## src/design/sem_pkg.sv

```systemverilog
package sem_pkg;

   localparam int MAX_WIDTH_DEFAULT = 2048;
   localparam int JOB_QUEUE_DEPTH   = 4;

   localparam int CFG_WIDTH_W  = 12;
   localparam int CFG_HEIGHT_W = 16;
   localparam int CSR_DATA_W   = 16;

   localparam logic [CFG_WIDTH_W-1:0]  WIDTH_RESET  = 12'd640;
   localparam logic [CFG_HEIGHT_W-1:0] HEIGHT_RESET = 16'd480;

   localparam logic [7:0] PIX_MAX = 8'd255;

   // bit positions in a job's result mask, in emission order
   localparam int SLOT_CENTER      = 0;
   localparam int SLOT_ROW_END     = 1;
   localparam int SLOT_LAST_CENTER = 2;
   localparam int SLOT_LAST_END    = 3;
   localparam int SLOT_COUNT       = 4;

   typedef enum logic [0:0] {
      CSR_IMAGE_WIDTH  = 1'b0,
      CSR_IMAGE_HEIGHT = 1'b1
   } csr_index_type;

   // blue in the low byte, red in the high byte
   typedef logic [23:0] pixel_type;

   typedef struct packed {
      logic       frame_start;
      logic [7:0] blue_in;
      logic [7:0] green_in;
      logic [7:0] red_in;
   } req_payload_type;

   typedef struct packed {
      logic [7:0] blue_out;
      logic [7:0] green_out;
      logic [7:0] red_out;
      logic       frame_last;
   } rsp_payload_type;

   typedef struct packed {
      logic [SLOT_COUNT-1:0] mask;
      pixel_type             value;
   } job_type;

   typedef struct packed {
      logic s1_busy;
      logic s2_busy;
   } front_status_type;

endpackage

```

## src/design/sem_job_queue.sv

```systemverilog
module sem_job_queue
   import sem_pkg::*;
#(
   parameter int DEPTH = JOB_QUEUE_DEPTH
) (
   input  logic                       clock,
   input  logic                       reset,
   input  logic                       push,
   input  job_type                    push_job,
   input  logic                       pop,
   output logic                       head_valid,
   output job_type                    head_job,
   output logic [$clog2(DEPTH+1)-1:0] count
);

   localparam int PW = (DEPTH > 1) ? $clog2(DEPTH) : 1;
   localparam int CW = $clog2(DEPTH + 1);

   job_type       entry_ff [DEPTH];
   logic [PW-1:0] wr_ptr_ff, rd_ptr_ff;
   logic [CW-1:0] count_ff;
   logic          do_pop;

   assign do_pop     = pop && (count_ff != '0);
   assign head_valid = count_ff != '0;
   assign head_job   = entry_ff[rd_ptr_ff];
   assign count      = count_ff;

   function automatic logic [PW-1:0] next_ptr(input logic [PW-1:0] p);
      return (p == PW'(DEPTH - 1)) ? '0 : p + PW'(1);
   endfunction

   always_ff @(posedge clock) begin
      if (push) begin
         entry_ff[wr_ptr_ff] <= push_job;
      end
   end

   always_ff @(posedge clock) begin
      if (reset) begin
         wr_ptr_ff <= '0;
         rd_ptr_ff <= '0;
         count_ff  <= '0;
      end else begin
         if (push) begin
            wr_ptr_ff <= next_ptr(wr_ptr_ff);
         end
         if (do_pop) begin
            rd_ptr_ff <= next_ptr(rd_ptr_ff);
         end
         if (push && !do_pop) begin
            count_ff <= count_ff + CW'(1);
         end else if (!push && do_pop) begin
            count_ff <= count_ff - CW'(1);
         end
      end
   end

endmodule

```

## config.mk

```make
export PLATFORM = sky130hd
export DESIGN_NAME = sem_job_queue
export DESIGN_NICKNAME = d
export VERILOG_FILES = /design/src/design/sem_pkg.sv /design/src/design/sem_job_queue.sv
export SDC_FILE = /design/constraint.sdc
export NUM_CORES = 1
export LEC_CHECK = 0
export ABC_AREA = 1
export BUFFER_PORTS_ARGS = -buffer_cell sky130_fd_sc_hd__buf_2
export CELL_PAD_IN_SITES_DETAIL_PLACEMENT = 0
export CELL_PAD_IN_SITES_GLOBAL_PLACEMENT = 1
export CORE_MARGIN = 5
export CORE_UTILIZATION = 50
export CTS_CLUSTER_DIAMETER = 120
export DETAILED_ROUTE_END_ITERATION = 10
export GPL_TIMING_DRIVEN = 0
export PLACE_DENSITY_LB_ADDON = 0.25
export SKIP_CTS_REPAIR_TIMING = 1
export SYNTH_ARGS = -nofsm -noshare
export SYNTH_HDL_FRONTEND = slang
export SYNTH_SLANG_ARGS = --single-unit
```

## constraint.sdc

```tcl
create_clock -name clock -period 4.9 [get_ports clock]
set_input_delay 0.735 -clock clock [delete_from_list [all_inputs] [get_ports clock]]
set_output_delay 0.735 -clock clock [all_outputs]
set_load 0.1 [all_outputs]
```

After elaboration in Yosys (flattened, before gate mapping)
Memory sizes are Yosys's and may differ from the RTL's. A register that Yosys moved wholly into a read port is not among the register bits.
Cells that the tools add are included.
W data, S select, Z words.
- add/sub/neg operators: 4
- reductions and logical operators: 7
- muxes and demuxes: 8
- eq/ne operators: 2
- operators by type and width (kind ; number):
    $mux W2 ; 4
    $mux W3 ; 2
    $add A2 B1 Y2 const B ; 2
    $eq A2 B2 Y1 const B ; 2
    $add A3 B1 Y3 const B ; 1
    $logic_and A1 B1 Y1 ; 3
    $reduce_bool A3 Y1 ; 1
    $sub A3 B1 Y3 const B ; 1
    $logic_not A1 Y1 ; 2
    $mux W1 ; 2
    $reduce_bool A2 Y1 ; 1
- bits in writable memories: 112
- register bits: 7
- bits of input ports: 32
- output and inout bits: 32
- memories kept: 1
- word-level logic and storage cells: 25
- memories (name ; words ; width ; read ports ; clocked after Yosys merged registers in ; wr ports ; RTL line ; RTL):
    entry_ff ; 4 ; 28 ; 1 ; 1 ; 1 ; sem_job_queue.sv:19 ; job_type entry_ff [DEPTH];

Depth between registers and ports, before layout
- word-level depth: 5
- depth in mapped cells: 12
- gate-level depth less buffers: 12

Worst setup path after synthesis
OpenSTA, ideal clock, no wires.
- path type: reg2reg
- start point: register count_ff[1] (netlist: count[1])
- end point: register count_ff[1] (netlist: count[1])
- required time: 4.783 ns
- cell stages (with the launch flop): 9
- setup slack: 1.853 ns
- setup time: 0.117 ns
- clock period less this slack: 3.047 ns
- path buffers: 0
- data arrival time: 2.930 ns
- path through: dfxtp_1 > nor2_1 > nand2_1 > nand2_1 > ha_1 > inv_1 > fa_1 > o21ai_0 > nor2_1
- word-level cells in the longest chain between the ends: 5
- elaborated cells on any way between the ends: 10
- classes of those cells: 2 x add/sub; 2 x mux; 6 x reduce/logical
- ends and longest elaborated chain (element ; RTL line ; RTL):
    start, declared ; sem_job_queue.sv:21 ; logic [CW-1:0] count_ff;
    start signal, assigned ; sem_job_queue.sv:52 ; count_ff <= count_ff + CW'(1);
    start signal, assigned ; sem_job_queue.sv:54 ; count_ff <= count_ff - CW'(1);
    $reduce_bool A3 Y1 (*) ; - ;
    via head_valid ; sem_job_queue.sv:11 ; output logic head_valid,
    $logic_and A1 B1 Y1 (*) ; sem_job_queue.sv:24 ; assign do_pop = pop && (count_ff != '0);
    $logic_not A1 Y1 ; sem_job_queue.sv:51 ; if (push && !do_pop) begin
    $logic_and A1 B1 Y1 ; sem_job_queue.sv:51 ;
    $mux W3 / $reduce_bool A2 Y1 (equally long branches) ; - ;
Mark *: on every way through the listed nets, which the timed path passes. The rest lies on a longest branch. The select of a mux whose other input is x is not followed.
A chain may end at the register's enable or synchronous reset.

==> summary.txt <==
Setup path
  • Max FO, Critical Path: 10
  • Critical path depth in cells: 5
  • Required time of the critical path: 4160 ps
  • Crit. End Element: output port
  • Worst-path cell chain: buf_4, clkbuf_1, o21ai_0, o22ai_1, buf_2
  • CP top delay family: buffers and inverters
  • Worst setup path class: register to output port
  • Critical Path AT: 2270 ps
  • Startpoint types: register
  • Slowest library cell on the worst path: buf_2
  • WP buf/inv: 3
  • Largest stage delay on the critical path: 460 ps
  • FF-to-FF path depth: 3

Detailed routing
  • Drt total wl: 9.176 mm
  • WL/cell: 16.99 um
  • Initial DRC Count: 128
  • Residual DRC: 0
  • Final ANT Viol Nets: 0
  • Drt first pass iters: 5
  • Vias: 2845
  • Mean number of vias per cell: 5.269

GRT
  • Vias in the first global route: 2873
  • Global-route wire length before repair: 14.46 mm
  • Global route total overflow: 0
  • Total Routing Usage GR: 17.37%
  • Initial antenna violation count: 0
  • Largest net degree at the start of global routing: 29

STA
  • Setup_tns: 0 ps
  • RSZ-0062 raised after global routing: false
  • Final setup viols: 0
  • Slew margin rel.: 10.37%
  • Fin crit share: 61.31%
  • Fin crit period: 3004 ps
  • Maximum clock rate: 0.3329 GHz
  • Worst Tran Pin Value: 1343 ps
  • Final Max Slew Viols: 0
  • Worst Skew: 5.149 ps
  • Final hold vios: 0

Final layout
  • Share of cells above drive strength 1: 24.24%
  • Fillcell total: 712
  • Fin util: 62.31%
  • Fin nets: 455
  • Syn-to-layout area delta: 22.73%
  • Antenna diodes: 0

Min path
  • Hold crit path type: primary input to register
  • Hold Crit Depth: 2

Synth
  • Share of the synthesized area in the top cell type: 72.73%
  • Most frequent cells after synthesis: 112 x edfxtp_1, 66 x nor2_1, 43 x o21ai_0
  • Yosys reg bits: 121
  • Post-Syn Area per Cell: 13.85 um2
  • Post-Synthesis Net Count: 373
  • Top-count cell post-synth: edfxtp_1
  • Largest area contributor in the netlist: edfxtp_1
  • Ys Warns: 0
  • Gate Count Post-Synth: 334
  • Synth async-reset ratio: 0%
  • Synth area leaders: edfxtp_1 73%, nor2_1 5.4%, o21ai_0 4.7%
  • Cell Area, Synth: 0.004624 mm2
  • Post-synthesis sequential area ratio: 76.62%
  • Main synth FF type: edfxtp_1
  • Post-synth cell types: 22
  • EDFF count, synth: 112

Clocking
  • Clk pin slew, worst setup/hold paths: 60 ps
  • Sink Count: 121
  • Clk_lat worst skew: 510 ps
  • H-tree levels: 4
  • Num CTS Buffers: 17
  • Clock tree buffer depth: 2
  • CTS tree: built
  • CTS root buf: clkbuf_8

Floorplanning
  • Initial core utilization: 50.77%
  • Row cnt: 35
  • # IOs: 64
  • Die area: 0.01127 mm2
  • Floorplan die width: 106.2 um
  • Core area: 0.009109 mm2
  • Die H: 106.2 um

Place
  • Port bufs: 63
  • Final HPWL DP: 5.306 mm
  • Routability Congestion: 0.6918

Run status
  • Outcome: completed

Run
  • MaxCap Viol Count: 0
## cells in the final DEF, fill, tap and decap left out
| cell type | n |
|---|---|
| a21oi_1 | 3 |
| buf_2 | 66 |
| buf_4 | 1 |
| buf_6 | 6 |
| bufinv_16 | 4 |
| clkbuf_1 | 7 |
| clkbuf_16 | 16 |
| clkbuf_8 | 1 |
| clkinv_1 | 3 |
| clkinv_2 | 5 |
| clkinvlp_4 | 4 |
| dfxtp_1 | 9 |
| edfxtp_1 | 112 |
| fa_1 | 1 |
| ha_1 | 6 |
| inv_1 | 14 |
| inv_2 | 1 |
| nand2_1 | 13 |
| nand3_1 | 1 |
| nand3b_1 | 1 |
| nand4_1 | 1 |
| nor2_1 | 66 |
| nor3_1 | 1 |
| o21ai_0 | 43 |
| o21ai_1 | 15 |
| o22ai_1 | 28 |
| xor2_1 | 1 |
## cell families (layout without fill, tap and decap cells)
logic type / after synthesis / in the layout / synth area share (%)
compound gates: 89 / 89 / 10.39
xor+xnor: 1 / 1 / 0.1894
fa+ha+maj: 7 / 7 / 2.056
buf+inv: 33 / 128 / 3.815
flops: 121 / 121 / 76.62
simple gates: 83 / 83 / 6.926
## sequential cells by signal, indices dropped and copies added, names as in the netlist, named ones only
name and flops:
entry_ff 112, count 3, rd_ptr_ff 2, wr_ptr_ff 2
## worst reg2reg max path, stage by stage, from the launching register on
cell,delay (ps)
dfxtp_1,390
ha_1,190
nand2_1,50
inv_1,960
## final cells by class
class	instances	area, um2	share of cell area [%]
well taps	111	138.9	2.447
repair buffers	63	315.3	5.556
inverters	16	60.06	1.058
clock inverters	15	182.7	3.219
clock buffers	17	414.1	7.297
flip-flops and latches	121	3543	62.43
plain buffers	17	116.4	2.050
multi-input cells	180	904.6	15.94
## metrics by stage
step	cell area, um2	setup WS [ps]	std cells	hold slack, ps
detailed placement	5079	2421	508	522.9
global placement	5079	2402	508	502.3
CTS	5675	1857	540	386.0
finish	5675	1896	540	403.5
global route	5675	1687	540	410.0
floorplan	4624	1853	334	482.7
## path summary, 6_finish.rpt
check | startpoint | end | slack [ps]
setup / recovery | register | head_job[21] | 1900
hold reg to reg | wr_ptr_ff[1] | wr_ptr_ff[1] | 540
setup reg to reg | wr_ptr_ff[0] | entry_ff[3][10] | 2900
hold / removal | reset | wr_ptr_ff[0] | 400
## layer usage
layer | global-route usage, % | part of all wire (%) | vias up
li1 | - | - | 1392
met1 | 21.83 | 43 | 1361
met2 | 28.10 | 49 | 78
met3 | 5.647 | 6.2 | 14
met4 | 6.660 | 1.4 | 0
met5 | 0 | 0 | -
Power is not shown: default switching activity piles up to over one toggle a cycle in this logic, so the estimate is an artifact.
