`src/design/sem_pkg.sv`:
```
package sem_pkg;

   localparam int MAX_WIDTH_DEFAULT = 2048;
   localparam int JOB_QUEUE_DEPTH   = 4;

   localparam int CFG_WIDTH_W  = 12;
   localparam int CFG_HEIGHT_W = 16;
   localparam int CSR_DATA_W   = 16;

   localparam logic [CFG_WIDTH_W-1:0]  WIDTH_RESET  = 12'd640;
   localparam logic [CFG_HEIGHT_W-1:0] HEIGHT_RESET = 16'd480;

   localparam logic [7:0] PIX_MAX = 8'd255;

   // bit positions in a job's result mask, in emission order
   localparam int SLOT_CENTER      = 0;
   localparam int SLOT_ROW_END     = 1;
   localparam int SLOT_LAST_CENTER = 2;
   localparam int SLOT_LAST_END    = 3;
   localparam int SLOT_COUNT       = 4;

   typedef enum logic [0:0] {
      CSR_IMAGE_WIDTH  = 1'b0,
      CSR_IMAGE_HEIGHT = 1'b1
   } csr_index_type;

   // blue in the low byte, red in the high byte
   typedef logic [23:0] pixel_type;

   typedef struct packed {
      logic       frame_start;
      logic [7:0] blue_in;
      logic [7:0] green_in;
      logic [7:0] red_in;
   } req_payload_type;

   typedef struct packed {
      logic [7:0] blue_out;
      logic [7:0] green_out;
      logic [7:0] red_out;
      logic       frame_last;
   } rsp_payload_type;

   typedef struct packed {
      logic [SLOT_COUNT-1:0] mask;
      pixel_type             value;
   } job_type;

   typedef struct packed {
      logic s1_busy;
      logic s2_busy;
   } front_status_type;

endpackage

```
`src/design/sem_back.sv`:
```
module sem_back
   import sem_pkg::*;
(
   input  logic            clock,
   input  logic            reset,
   input  logic            job_valid,
   input  job_type         job,
   output logic            job_pop,
   output logic            rsp_empty,
   input  logic            rsp_pop,
   output rsp_payload_type rsp_data
);

   logic                  cur_v_ff;
   logic [SLOT_COUNT-1:0] cur_mask_ff, mask_next, low_bit;
   pixel_type             cur_val_ff, emit_val;
   logic                  out_v_ff;
   rsp_payload_type       out_ff;
   logic                  can_load, emit, done, take;

   assign can_load  = !out_v_ff || rsp_pop;
   assign emit      = cur_v_ff && can_load;
   assign low_bit   = cur_mask_ff & (~cur_mask_ff + SLOT_COUNT'(1));
   assign mask_next = cur_mask_ff & ~low_bit;
   assign done      = mask_next == '0;
   assign take      = !cur_v_ff || (emit && done);
   assign job_pop   = take && job_valid;
   // only the center result carries the kernel value
   assign emit_val  = low_bit[SLOT_CENTER] ? cur_val_ff : '0;

   always_ff @(posedge clock) begin
      if (reset) begin
         cur_v_ff <= 1'b0;
      end else if (job_pop) begin
         cur_v_ff <= 1'b1;
      end else if (emit && done) begin
         cur_v_ff <= 1'b0;
      end
   end

   always_ff @(posedge clock) begin
      if (job_pop) begin
         cur_mask_ff <= job.mask;
         cur_val_ff  <= job.value;
      end else if (emit) begin
         cur_mask_ff <= mask_next;
      end
   end

   always_ff @(posedge clock) begin
      if (reset) begin
         out_v_ff <= 1'b0;
      end else if (emit) begin
         out_v_ff <= 1'b1;
      end else if (rsp_pop) begin
         out_v_ff <= 1'b0;
      end
   end

   always_ff @(posedge clock) begin
      if (emit) begin
         out_ff.blue_out   <= emit_val[7:0];
         out_ff.green_out  <= emit_val[15:8];
         out_ff.red_out    <= emit_val[23:16];
         out_ff.frame_last <= low_bit[SLOT_LAST_END];
      end
   end

   assign rsp_empty = !out_v_ff;
   assign rsp_data  = out_ff;

endmodule

```
`config.mk`:
```
export PLATFORM = sky130hd
export DESIGN_NAME = sem_back
export DESIGN_NICKNAME = d
export VERILOG_FILES = /design/src/design/sem_pkg.sv /design/src/design/sem_back.sv
export SDC_FILE = /design/constraint.sdc
export NUM_CORES = 1
export LEC_CHECK = 0
export CELL_PAD_IN_SITES_DETAIL_PLACEMENT = 1
export CELL_PAD_IN_SITES_GLOBAL_PLACEMENT = 2
export CORE_ASPECT_RATIO = 0.9
export CORE_MARGIN = 3
export CORE_UTILIZATION = 38
export CTS_CLUSTER_DIAMETER = 50
export DETAILED_ROUTE_END_ITERATION = 6
export DONT_BUFFER_PORTS = 1
export MAX_ROUTING_LAYER = met4
export PLACE_DENSITY_LB_ADDON = 0.12
export SLEW_MARGIN = 0
export SYNTH_ARGS = -nofsm -noshare
export SYNTH_HDL_FRONTEND = slang
export SYNTH_SLANG_ARGS = --single-unit
```
`constraint.sdc`:
```
create_clock -name clock -period 2.6 [get_ports clock]
set_clock_uncertainty 0.1 [all_clocks]
set_input_delay 0.52 -clock clock [delete_from_list [all_inputs] [get_ports clock]]
set_output_delay 0.52 -clock clock [all_outputs]
set_load 0.005 [all_outputs]
```
Yosys cells after proc, flatten, opt, wreduce, memory -nomap -nowiden

Cells that the tools add are included.

Bitwise gates (word level): 4
Add/subtract/negate cells: 1
Reductions and logical operators: 11
Muxes and demuxes: 6

Operators with widths:

| operator                                                      | count |
|---|---|
| 4-bit bitwise AND                                             | 2 |
| 4-bit two-way mux                                             | 2 |
| 4-bit inverter                                                | 2 |
| 2-bit nonzero test                                            | 3 |
| 4-bit by 1-bit adder with 4-bit output, second input constant | 1 |
| 4-bit zero test                                               | 1 |
| 1-bit two-way mux                                             | 4 |
| 1-bit logical AND                                             | 3 |
| 1-bit zero test                                               | 2 |
| 1-bit logical OR                                              | 2 |

Word-level logic and storage cells: 30
Flip-flop bits (word level): 55
Input bits: 32
Output and inout port bits: 27

Logic depth before layout (Yosys ltp)

Gate-level depths: netlist (run 1).

Depth in word-level cells: 10
Gate-level depth with buffers: 4
Gate-level depth less buffers: 3

Least setup slack after synthesis (run 1)

OpenSTA, ideal clock, no wires.

Path kind: reg-to-output
From: register cur_mask_ff[1]
To: output port job_pop
Path buffers: 0
Slack: -0.201 ns
Data required time: 1.980 ns
Arrival time: 2.181 ns
Stages on the path, launching flop included: 4
Cell sequence: edfxtp_1 > o31a_1 > o31a_1 > nor2_1

Longest elaborated chain between the ends: 9

RTL lines:

| element                                | line           | text |
|---|---|---|
| start, declared                        | sem_back.sv:15 | `logic [SLOT_COUNT-1:0] cur_mask_ff, mask_next, low_bit;` |
| start signal, assigned                 | sem_back.sv:43 | `cur_mask_ff <= job.mask;` |
| start signal, assigned                 | sem_back.sv:46 | `cur_mask_ff <= mask_next;` |
| 4-bit inverter                         | sem_back.sv:23 | `assign low_bit = cur_mask_ff & (~cur_mask_ff + SLOT_COUNT'(1));` |
| 4-bit by 1-bit adder with 4-bit output | sem_back.sv:23 |  |
| 4-bit bitwise AND                      | sem_back.sv:23 |  |
| 4-bit inverter                         | sem_back.sv:24 | `assign mask_next = cur_mask_ff & ~low_bit;` |
| 4-bit bitwise AND (*)                  | sem_back.sv:24 |  |
| 4-bit zero test (*)                    | sem_back.sv:25 | `assign done = mask_next == '0;` |
| 1-bit logical AND (*)                  | sem_back.sv:26 | `assign take = !cur_v_ff \|\| (emit && done);` |
| 1-bit logical OR (*)                   | sem_back.sv:26 |  |
| 1-bit logical AND (*)                  | sem_back.sv:27 | `assign job_pop = take && job_valid;` |
| end, declared                          | sem_back.sv:8  | `output logic job_pop,` |

Every way passes the cells marked *; elsewhere a longest branch is shown, timed or not.

Worst setup path in the final report (run 1)

From: register cur_mask_ff[0]
To: output port job_pop

Same word-level chain as after synthesis.

==> metrics list, run 1 <==
* Result of the run: complete, no violations
- Global-route usage over all layers: 11.8%
- The worst pin sits at a relative slew slack of 78.6%.
- Slew at the pin closest to its max-slew limit: 0.321 ns
* Net Count, Synth: 144
* Number of placed I/O pins: 59
- Sinks on the clock net: 55
- Setup violations remaining at the end of the flow were counted as 0.
- Routability-driven placement finished with a final weighted congestion of 0.708.
- Total power for the finished layout comes to 1650 uW.
- For this design, the CTS-stage hold fixing added 0 buffers.
* Reg-to-reg startpoint: cur_mask_ff[0]
- After the first detailed-routing iteration, the DRC count stood at 41.
- TritonCTS clock tree: yes
- The core region is 0.00492 mm2.
- Sequential cell area fraction in the yosys report: 82.7%
- Data arrives at the worst endpoint at 1.68 ns.
* Fillcell total: 486
- The via count of the first global-routing pass is 967.
- Initial antenna violation count: 0
* Root buffer cell: clkbuf_8
- Number of hold violations in the final report: 0
- H-tree levels: 2
- Total number of vias: 884
- Clk Latency, worst-skew pair: 0.30 ns
- The internal portion of the total power is 1290 uW.
* Mean Syn Cell Area: 17.6 um2
* Post-Syn Instances: 112
- # rows: 24
- Net switching power: 362 uW
- Synth Flop Type: edfxtp_1
- Max-cap viol count: 0
- Ant. Diodes: 0
- Net total in the final layout: 152
- Post-detailed-route wirelength per cell: 17.6 um
- The first detailed-routing pass ran for 4 iterations.
* Final cycle utilization of the critical path: 88.3%
- Most numerous cell types in the synthesized netlist: edfxtp_1 (53), and2_1 (25), nor2_1 (4)
- For this run, the top clock speed supported by timing is 0.436 GHz.
* Static power due to leakage: 0.000732 uW
- Sw frac: 21.8%
* Worst path setup slack after routing: 0.304 ns
- In the final layout, the share of cells above drive strength 1 is 9.92%.
- Starting utilization of the core area: 40.0%
- Slew Limit Fails: 0
* Accumulated negative setup slack: 0 ns
- Biggest area contributors in the synthesized netlist: edfxtp_1 (81%), and2_1 (7.9%), dfxtp_1 (2.0%), nand2b_1 (0.95%), o31a_1 (0.89%)
* Type of the worst setup path: reg -> out
- Setup crit end kind: output pin
- For this run, asynchronously set or reset flops after synthesis account for 0%.
- During placement, the flow inserted port buffers numbering 0.
* Share of total power in combinational logic: 6.5%
- Prior to clock tree synthesis, the placed netlist has a worst setup slack of 0.565 ns.
- Total routed wirelength: 3270 um
* Global-route wire length before repair: 4950 um
* Most common cell in the netlist: edfxtp_1
- During synthesis, Yosys emitted a total of 0 warnings.
* Highest net fanout along the worst path: 6
- Of the total power, registers draw 66.2%.
- Counting the buffers created by CTS gives 5.
* Clock input transition at the sequential cells of the worst setup and hold paths: 0.09 ns
- The largest total area in the synthesized netlist belongs to edfxtp_1.
* Crit path from: cur_mask_ff[0]
- From synthesis to final layout, the design area changed by 9.58%.
- Startpoint types: flop
* Vias per inst: 4.75
- The routed design could run at a clock period as short as 2.30 ns.
- DIE AREA: 0.00609 mm2
- Final hold slack: 0.183 ns
- Mapped cell area: 0.00197 mm2
- In this run the power density over the cells is 766 mW/mm2.
* HPWL reported at the end of detailed placement: 2400 um
* Number of storage elements in the synthesis netlist: 55
- Worst Hold Class: in -> reg
- Die Span Y: 74.3 um
- In this run the remaining antenna-violating nets after routing total 0.
* Min-delay src: reset
- Entering global routing, the biggest net connects 27 pins.
- The clock network burns 27.3% of the power.
- In the routed design, unresolved DRC markers number 0.
* Post-synth cell types: 22
* Total congestion overflow after global routing: 0
* Count of flip-flops with a built-in enable after synthesis: 53
- Measured along the x axis, the die boundary spans 81.9 um.
* Setup repair after global routing missed its margin: false
- Post-CTS setup buffers: 0
- The worst-case IR drop observed on VDD is 0.391 mV.
* Required time of the critical path: 1.98 ns
- Summed over its instances, the top area cell type makes up 80.7% of the synthesized netlist area.
- Post-CTS repair changed the size of 0 cells.
- Number of buffers on the longest clock path: 2
-- stage by stage --
step                      area, um2  utilization, %  cells
after global placement         2070            42.1    178
after detailed placement       2070            42.1    178
final                          2160            43.9    186
after CTS                      2160            43.9    186
after global routing           2160            43.9    186
after floorplan                1970               -    112
-- layout make-up --
cell class              count  area [um2]  share of cell area (%)
clock buffers               5        68.8                    3.18
clock inverters             3        17.5                   0.811
inverters                   3        11.3                   0.521
multi-input cells          51         320                    14.8
flip-flops and latches     55        1630                    75.5
well taps                  65        81.3                    3.76
repair buffers              4        30.0                    1.39
-- power groups by stage --
stage          combinational (uW)  sequential, uW  clock [uW]
5_1_grt                       123            1110         511
3_5_place_dp                  112            1120           0
6_report                      107            1100         452
2_1_floorplan                80.0            1110           0
4_1_cts                       112            1100         476
3_3_place_gp                  109            1120           0
-- per-layer routing --
| layer | global-route usage, % | wire length [um] | up-vias | part of all wire, % |
|---|---|---|---|---|
| met5 | - | 0 | - | 0 |
| met2 | 18.2 | 1620 | 37 | 50 |
| met1 | 13.6 | 1370 | 418 | 42 |
| met3 | 5.21 | 240 | 5 | 7.3 |
| li1 | - | - | 424 | - |
| met4 | 4.43 | 41 | 0 | 1.3 |
-- worst paths after layout --
check                   to  cells past startpoint  slack (ns)
max                job_pop                      3        0.30
min               out_v_ff                      1        0.18
max reg2reg  cur_val_ff[3]                      4        0.57
min reg2reg   rsp_data[15]                      1        0.43
-- sequential cells by signal, summed over array words and instances, names as in the netlist --
signal	flops
cur_mask_ff	4
cur_v_ff	1
cur_val_ff	24
out_v_ff	1
rsp_data	25
-- placed cells by master (no fill, tap or decap) --
master / instances
a21boi_0: 1
a21oi_1: 1
a31oi_1: 1
and2_1: 25
buf_4: 4
clkbuf_8: 5
clkinv_1: 1
clkinv_2: 1
dfxtp_1: 2
edfxtp_1: 53
inv_1: 3
inv_6: 1
maj3_1: 1
nand2_1: 3
nand2b_1: 3
nand4_1: 1
nor2_1: 3
nor2_2: 1
nor2b_1: 1
nor4b_1: 1
o21a_1: 1
o21ai_0: 1
o21ai_1: 2
o21ba_1: 1
o311ai_0: 1
o31a_1: 2
o31ai_1: 1
-- kinds of logic (layout without fill, tap and decap cells) --
| family | after synthesis | after routing | share of synthesized area (%) |
|---|---|---|---|
| adder cells (fa/ha/maj) | 1 | 1 | 0.508 |
| flip-flops | 55 | 55 | 82.7 |
| buffers and inverters | 6 | 15 | 1.14 |
| AND/OR/NAND/NOR | 38 | 38 | 11.3 |
| AO/OA/AOI/OAI | 12 | 12 | 4.32 |
-- worst max-delay path, stage by stage, from the launching register on --
cell,delay (ns)
edfxtp_1,0.47
o31a_1,0.36
o31a_1,0.35
nor2_2,0.20
Power figures use the tool's default switching activity.
==> run 2, diff against run 1 <==
--- a/config.mk
+++ b/config.mk
@@ -15,6 +15,7 @@
 export DONT_BUFFER_PORTS = 1
 export MAX_ROUTING_LAYER = met4
 export PLACE_DENSITY_LB_ADDON = 0.12
+export REMOVE_ABC_BUFFERS = 1
 export SLEW_MARGIN = 0
 export SYNTH_ARGS = -nofsm -noshare
 export SYNTH_HDL_FRONTEND = slang
==> run 2 against run 1 <==
Effect of this change:
- sequential share of layout area fell by 0.48 points
- critical path type unchanged
- routed wire length grew 2.7%
- register-to-register slack worse by 0.03 ns
==> metrics list, run 2 (synthesis gave the netlist of run 1 again) <==
- Total number of vias: 905 (was 884)
- Top library cells by usage in the layout, fill and taps aside: edfxtp_1 (53), and2_1 (25), buf_4 (6), clkbuf_8 (5) (was edfxtp_1 (53), and2_1 (25), clkbuf_8 (5), buf_4 (4)).
- Startpoint types: flop (unchanged)
* Clock input transition at the sequential cells of the worst setup and hold paths: 0.09 ns (about the same)
* HPWL reported at the end of detailed placement: 2510 um (was 2400 um)
- Relative contribution of sequential cells to total power: 66.3% (was 66.2%)
- The maximum fanout count along the critical path was 7 (was 6).
- Drt first-iter violations: 100 (was 41)
- The minimum clock period after layout is 2.32 ns (was 2.30 ns).
- Peak clock frequency supported by timing: 0.431 GHz (was 0.436 GHz)
- Number of remaining DRC errors: 0 (unchanged)
* Leading cell type in the layout, fill and taps excluded: edfxtp_1 (unchanged)
- The reg2reg setup slack was 0.54 ns (was 0.57 ns).
* Capture point of the critical path: job_pop (unchanged)
- The slew of the pin with the lowest slew margin was 0.272 ns (was 0.321 ns).
- The cell count of the worst reg-to-reg path is 4 (unchanged).
* Arrival time at the worst endpoint: 1.70 ns (was 1.68 ns)
- The number of H-tree branching levels came to 2 (unchanged).
- The die extent in x came to 81.9 um (unchanged).
- The leakage dissipation is 0.000739 uW (was 0.000732 uW).
- Share of post-route cells with drive strength above 1: 10.6% (was 9.92%)
- The beginning of the worst register-to-register path is cur_mask_ff[1] (was cur_mask_ff[0]).
* Number of cells in the design after placement: 179 (was 178)
- Global-route usage over all layers: 12.3% (was 11.8%)
- The placeable core region came to 0.00492 mm2 (unchanged).
- The number of hold violations in the final report is 0 (unchanged).
* Post-detailed-route wirelength per cell: 17.9 um (was 17.6 um)
- The first-pass GRT wire length came to 5050 um (was 4950 um).
* Total routed wirelength: 3360 um (was 3270 um)
* # rows: 24 (unchanged)
- The number of buffers added on ports was 0 (unchanged).
- Number of buffers on the longest clock path: 2 (unchanged)
* Ant. Diodes: 0 (unchanged)
- Max transition margin: 81.6% (was 78.6%)
- Root buffer cell: clkbuf_8 (unchanged)
- The number of clock sinks was 55 (unchanged).
- The worst setup path startpoint is cur_mask_ff[1] (was cur_mask_ff[0]).
- The portion of the clock cycle consumed by the worst path in the final layout was 89.2% (was 88.3%).
* Net switching power: 357 uW (was 362 uW)
- The growth of design area from synthesis to finish is 10.3% (was 9.58%).
- The max-capacitance violation count came to 0 (unchanged).
* Result of the run: complete, no violations (unchanged)
* Design internal power: 1300 uW (was 1290 uW)
- The share of power burned in the clock network was 26.8% (was 27.3%).
* Final GP Congestion: 0.705 (was 0.708)
- The largest voltage drop on the vdd net is 0.312 mV (was 0.391 mV).
* Post-route non-filler standard cell count: 188 (was 186)
- The remaining number of nets flagged by the antenna check after routing was 0 (unchanged).
- The ratio of routed vias to standard cells is 4.81 (was 4.75).
- The portion of total power attributed to combinational logic was 6.8% (was 6.5%).
- The share of the core filled with cells in the final layout is 44.2% (was 43.9%).
* Fillcell total: 494 (was 486)
- The count of final max-slew check failures came to 0 (unchanged).
* Type of the worst setup path: reg -> out (unchanged)
- Power density cells: 761 mW/mm2 (was 766 mW/mm2)
- The number of buffers added to fix hold violations after cts was 0 (unchanged).
- The sort of element at the end of the critical path is an output pin (unchanged).
* Max reg flops: 25 (unchanged)
- TritonCTS clock tree: yes (unchanged)
- The total number of nets in the final design is 154 (was 152).
* Post-CTS resize count: 0 (unchanged)
* Sw frac: 21.6% (was 21.8%)
- The number of antenna violations at the first check in global routing came to 0 (unchanged).
- Worst Hold Class: in -> reg (unchanged)
- The number of clock buffers inserted by TritonCTS was 5 (unchanged).
- Vias in the first global route: 946 (was 967)
* DIE AREA: 0.00609 mm2 (unchanged)
* Setup repair after global routing missed its margin: false (unchanged)
- The number of I/O pins came to 59 (unchanged).
* Required time of the critical path: 1.98 ns (about the same)
* Total congestion overflow after global routing: 0 (unchanged)
- The die height was 74.3 um (unchanged).
- Clk Latency, worst-skew pair: 0.30 ns (about the same)
- The final setup violation count came to 0 (unchanged).
* Total iterations of the first detailed-routing run: 4 (unchanged)
* Starting utilization of the core area: 40.0% (unchanged)
- The reg-to-reg critical path endpoint was cur_val_ff[2] (was cur_val_ff[3]).
- The pin count of the biggest net entering global routing came to 18 (was 27).
## run 2: cell type report
type / count / area (um2) / area share, %
Multi-Input combinational cell: 51 / 320 / 14.7
Clock buffer: 6 / 72.6 / 3.34
Inverter: 3 / 11.3 / 0.518
Timing Repair Buffer: 6 / 45.0 / 2.07
Clock inverter: 2 / 12.5 / 0.575
Sequential cell: 55 / 1630 / 75.0
Tap cell: 65 / 81.3 / 3.74
## run 2: worst min path at each step
stage                              start            to  slack [ns]  depth (start not counted)
after global routing               reset      out_v_ff        0.17                          1
after detailed placement  cur_val_ff[13]  rsp_data[14]        0.41                          1
after floorplan            cur_val_ff[9]  rsp_data[10]        0.40                          1
final                              reset      out_v_ff        0.18                          1
after CTS                          reset      out_v_ff        0.17                          1
after global placement    cur_val_ff[13]  rsp_data[14]        0.41                          1
## run 2: metrics by stage
| step | hold WS [ns] | total power (uW) | area, um2 | setup WS, ns | setup TNS [ns] |
|---|---|---|---|---|---|
| global route | 0.171 | 1740 | 2170 | 0.168 | 0 |
| detailed placement | 0.412 | 1230 | 2080 | 0.351 | 0 |
| global placement | 0.407 | 1220 | 2080 | 0.381 | 0 |
| CTS | 0.168 | 1680 | 2170 | 0.0786 | 0 |
| floorplan | 0.403 | 1180 | 1960 | -0.419 | -7.78 |
| finish | 0.179 | 1650 | 2170 | 0.280 | 0 |
## run 2: layer usage
metal | vias up | global-route usage (%) | part of all wire, %
met5 | - | - | 0
met4 | 0 | 4.43 | 1.3
met3 | 6 | 5.81 | 7.1
met2 | 42 | 19.6 | 48
met1 | 431 | 13.5 | 43
li1 | 426 | - | -
## run 2: what timing repair did
item,4_1_cts,5_1_grt
endpoints found under the hold margin,0,0
buffers inserted,0,1
endpoints found under the setup margin,0,1
## run 2: power groups by stage
stage / combinational [uW] / sequential [uW] / clock (uW)
2_1_floorplan: 71.0 / 1110 / 0
3_3_place_gp: 104 / 1120 / 0
3_5_place_dp: 110 / 1120 / 0
4_1_cts: 109 / 1100 / 466
5_1_grt: 129 / 1110 / 499
6_report: 113 / 1100 / 444
## run 2: worst max-delay path: stages, from the launching register on
cell and delay (ns):
edfxtp_1 0.49, o31a_1 0.35, o31a_1 0.36, nor2_2 0.21
==> run 3, diff against run 2 <==
--- a/config.mk
+++ b/config.mk
@@ -9,7 +9,7 @@
 export CELL_PAD_IN_SITES_GLOBAL_PLACEMENT = 2
 export CORE_ASPECT_RATIO = 0.9
 export CORE_MARGIN = 3
-export CORE_UTILIZATION = 38
+export CORE_UTILIZATION = 45
 export CTS_CLUSTER_DIAMETER = 50
 export DETAILED_ROUTE_END_ITERATION = 6
 export DONT_BUFFER_PORTS = 1
==> constraint.sdc (replaced) <==
create_clock -name clock -period 3 [get_ports clock]
set_clock_uncertainty 0.1 [all_clocks]
set_input_delay 0.6 -clock clock [delete_from_list [all_inputs] [get_ports clock]]
set_output_delay 0.6 -clock clock [all_outputs]
set_load 0.005 [all_outputs]
==> run 3 against run 2 <==
Effect of this change:
- utilization up 7.4 points
- sequential cell count did not move
- routed wire length shrank 13%
- sequential power down 14%
- global-route usage grew 0.37 points
- final cell count shrank 4.8%
- worst hold slack gained 0.087 ns
- first-iteration DRC count decreased by 68%
- highest routed layer unchanged
==> metrics list, run 3 (synthesis gave the netlist of run 1 again) <==
- The most numerous cell on the critical path was o31a_1 (unchanged).
- Number of I/O port buffers: 0 (unchanged)
* Setup crit end kind: output pin (unchanged)
- Number of nets with antenna violations after routing: 0 (unchanged)
* Cell depth of the worst flop-to-flop path: 5 (was 4)
- Static power due to leakage: 0.000722 uW (was 0.000739 uW)
- Cells traversed along the worst timing path: buf_4, o31a_1, o31a_1, nor2_2 (was o31a_1, o31a_1, nor2_2)
* Result of the run: complete, no violations (unchanged)
- Clock period minus final worst setup slack: 2.50 ns
- Power density cells: 654 mW/mm2 (was 761 mW/mm2)
- The number of detailed-routing iterations run before antenna repair was 4 (unchanged).
* Post-detailed-route wirelength per cell: 16.3 um (was 17.9 um)
- Total routed wirelength: 2920 um (was 3360 um)
- Leading cell type in the layout, fill and taps excluded: edfxtp_1 (unchanged)
* Share of post-route cells with drive strength above 1: 9.24% (was 10.6%)
- The placeable core region came to 0.00416 mm2 (was 0.00492 mm2).
- Cell family contributing the most delay on the critical path: compound AO/OA/AOI/OAI gates (unchanged)
- Horizontal die dimension: 75.8 um (was 81.9 um)
* Number of hold violations in the final report: 0 (unchanged)
- Final GP Congestion: 0.734 (was 0.705)
- Final cycle utilization of the critical path: 83.3%
- Die Span Y: 68.8 um (was 74.3 um)
* Peak clock frequency supported by timing: 0.400 GHz
- The ratio of routed vias to standard cells is 4.90 (was 4.81).
* Number of cells in the design after placement: 173 (was 179)
- The number of flip-flops in the largest register came to 25 (unchanged).
- Total congestion overflow after global routing: 0 (unchanged)
- Global-route usage over all layers: 12.7% (was 12.3%)
- The number of I/O pins is 59 (unchanged).
- Number of remaining DRC errors: 0 (unchanged)
- The total number of nets in the final design is 152 (was 154).
* Post-Place Worst Slack: 0.803 ns (was 0.351 ns)
- The final setup violation count was 0 (unchanged).
* Capture point of the critical path: job_pop (unchanged)
* Max transition margin: 64.1% (was 81.6%)
* Synth-to-Final Area Change: 8.76% (was 10.3%)
* Worst Hold Class: in -> reg (unchanged)
- Ant. Diodes: 0 (unchanged)
* Post-CTS resize count: 0 (unchanged)
- The reg2reg setup slack was 0.83 ns (was 0.54 ns).
- The number of clock sinks was 55 (unchanged).
* Post-route non-filler standard cell count: 179 (was 188)
- The count of vias placed by the detailed router was 877 (was 905).
* Clock buffer count from CTS: 5 (unchanged)
- Post-CTS setup buffers: 0 (unchanged)
- # rows: 22 (was 24)
- The type of the worst setup path was reg -> out (unchanged).
* Initial antenna violation count: 0 (unchanged)
- Maximum number of pins on one net before global-route repair: 32 (was 18)
* Accumulated negative setup slack: 0 ns (unchanged)
- The start point of the worst min-delay path is reset (unchanged).
* Critical Path Max Stage Delay: 0.37 ns (was 0.49 ns)
- Slew Limit Fails: 0 (unchanged)
* Count of hold buffers inserted by post-cts repair: 0 (unchanged)
* Startpoint types: flop (unchanged)
* Reg-to-reg startpoint: cur_mask_ff[0] (was cur_mask_ff[1])
* Root buffer cell: clkbuf_8 (unchanged)
- The worst setup slack after layout came to 0.500 ns (was 0.280 ns).
- Drt first-iter violations: 32 (was 100)
* Clock input transition at the sequential cells of the worst setup and hold paths: 0.08 ns (was 0.09 ns)
* Slew at the pin closest to its max-slew limit: 0.538 ns (was 0.272 ns)
* Stages on the worst setup path: 4 (was 3)
- Number of buffer and inverter stages on the critical path: 1 (was 0)
* Largest voltage drop on the vdd net: 0.282 mV (was 0.312 mV)
* Setup repair after global routing missed its margin: false (unchanged)
* DIE AREA: 0.00521 mm2 (was 0.00609 mm2)
* Starting utilization of the core area: 47.4% (was 40.0%)
- The required time of the critical path is 2.30 ns (was 1.98 ns).
- Crit path from: cur_mask_ff[0] (was cur_mask_ff[1])
- The via count of the first global-routing pass came to 905 (was 946).
* Capturing point of the worst reg2reg path: cur_val_ff[12] (was cur_val_ff[2])
- H-tree levels: 2 (unchanged)
- Top library cells by usage in the layout, fill and taps aside: edfxtp_1 (53), and2_1 (25), clkbuf_8 (5), buf_4 (4) (was edfxtp_1 (53), and2_1 (25), buf_4 (6), clkbuf_8 (5)).
- Highest net fanout along the worst path: 31 (was 7)
* Arrival time at the worst endpoint: 1.80 ns (was 1.70 ns)
- The max-capacitance violation count is 0 (unchanged).
- The detailed placer's ending HPWL was 2100 um (was 2510 um).
- The CTS tree is yes (unchanged).
- The largest buffer count on any clock path came to 2 (unchanged).
- Crit path max-delay cell type: edfxtp_1 (unchanged)
- Clk Latency, worst-skew pair: 0.29 ns (was 0.30 ns)
- Global-route wire length before repair: 4470 um (was 5050 um)
[run 3: cell types whose count changed in the layout (fill, tap and decap cells not counted), sizes merged]
cell and delta:
clkbuf -1, clkinv -2, clkinvlp +1, buf -2
[run 3: metrics by stage]
stage,cell area [um2],hold slack (ns),utilization (%),total power (uW)
2_1_floorplan,1960,0.403,-,1030
3_3_place_gp,2070,0.410,49.8,1060
3_5_place_dp,2070,0.415,49.8,1060
4_1_cts,2140,0.259,51.6,1420
5_1_grt,2140,0.244,51.6,1470
6_report,2140,0.267,51.6,1400
[run 3: worst min path at each step]
stage	endpoint	slack [ns]	cells after the start
after floorplan	rsp_data[10]	0.40	1
after global placement	rsp_data[13]	0.41	1
after detailed placement	rsp_data[23]	0.41	1
after CTS	out_v_ff	0.26	1
after global routing	out_v_ff	0.24	1
final	out_v_ff	0.27	1
[run 3: metal layers]
| layer | track usage (%) | routed length, um |
|---|---|---|
| met3 | 6.67 | 245 |
| met2 | 17.4 | 1360 |
| met4 | 5.24 | 30 |
| met5 | - | 0 |
| met1 | 15.6 | 1290 |
[run 3: report_power, final]
group | internal (uW) | switching [uW]
Sequential | 921 | 26.6
Combinational | 36.1 | 57.6
Clock | 155 | 206
Total | 1110 | 290
[run 3: layout make-up]
cell class | instances | area [um2]
Tap cell | 60 | 75.1
Inverter | 3 | 11.3
Fill cell | 392 | 2010
Timing Repair Buffer | 4 | 30.0
Multi-Input combinational cell | 51 | 320
Sequential cell | 55 | 1630
Clock inverter | 1 | 7.51
Clock buffer | 5 | 68.8
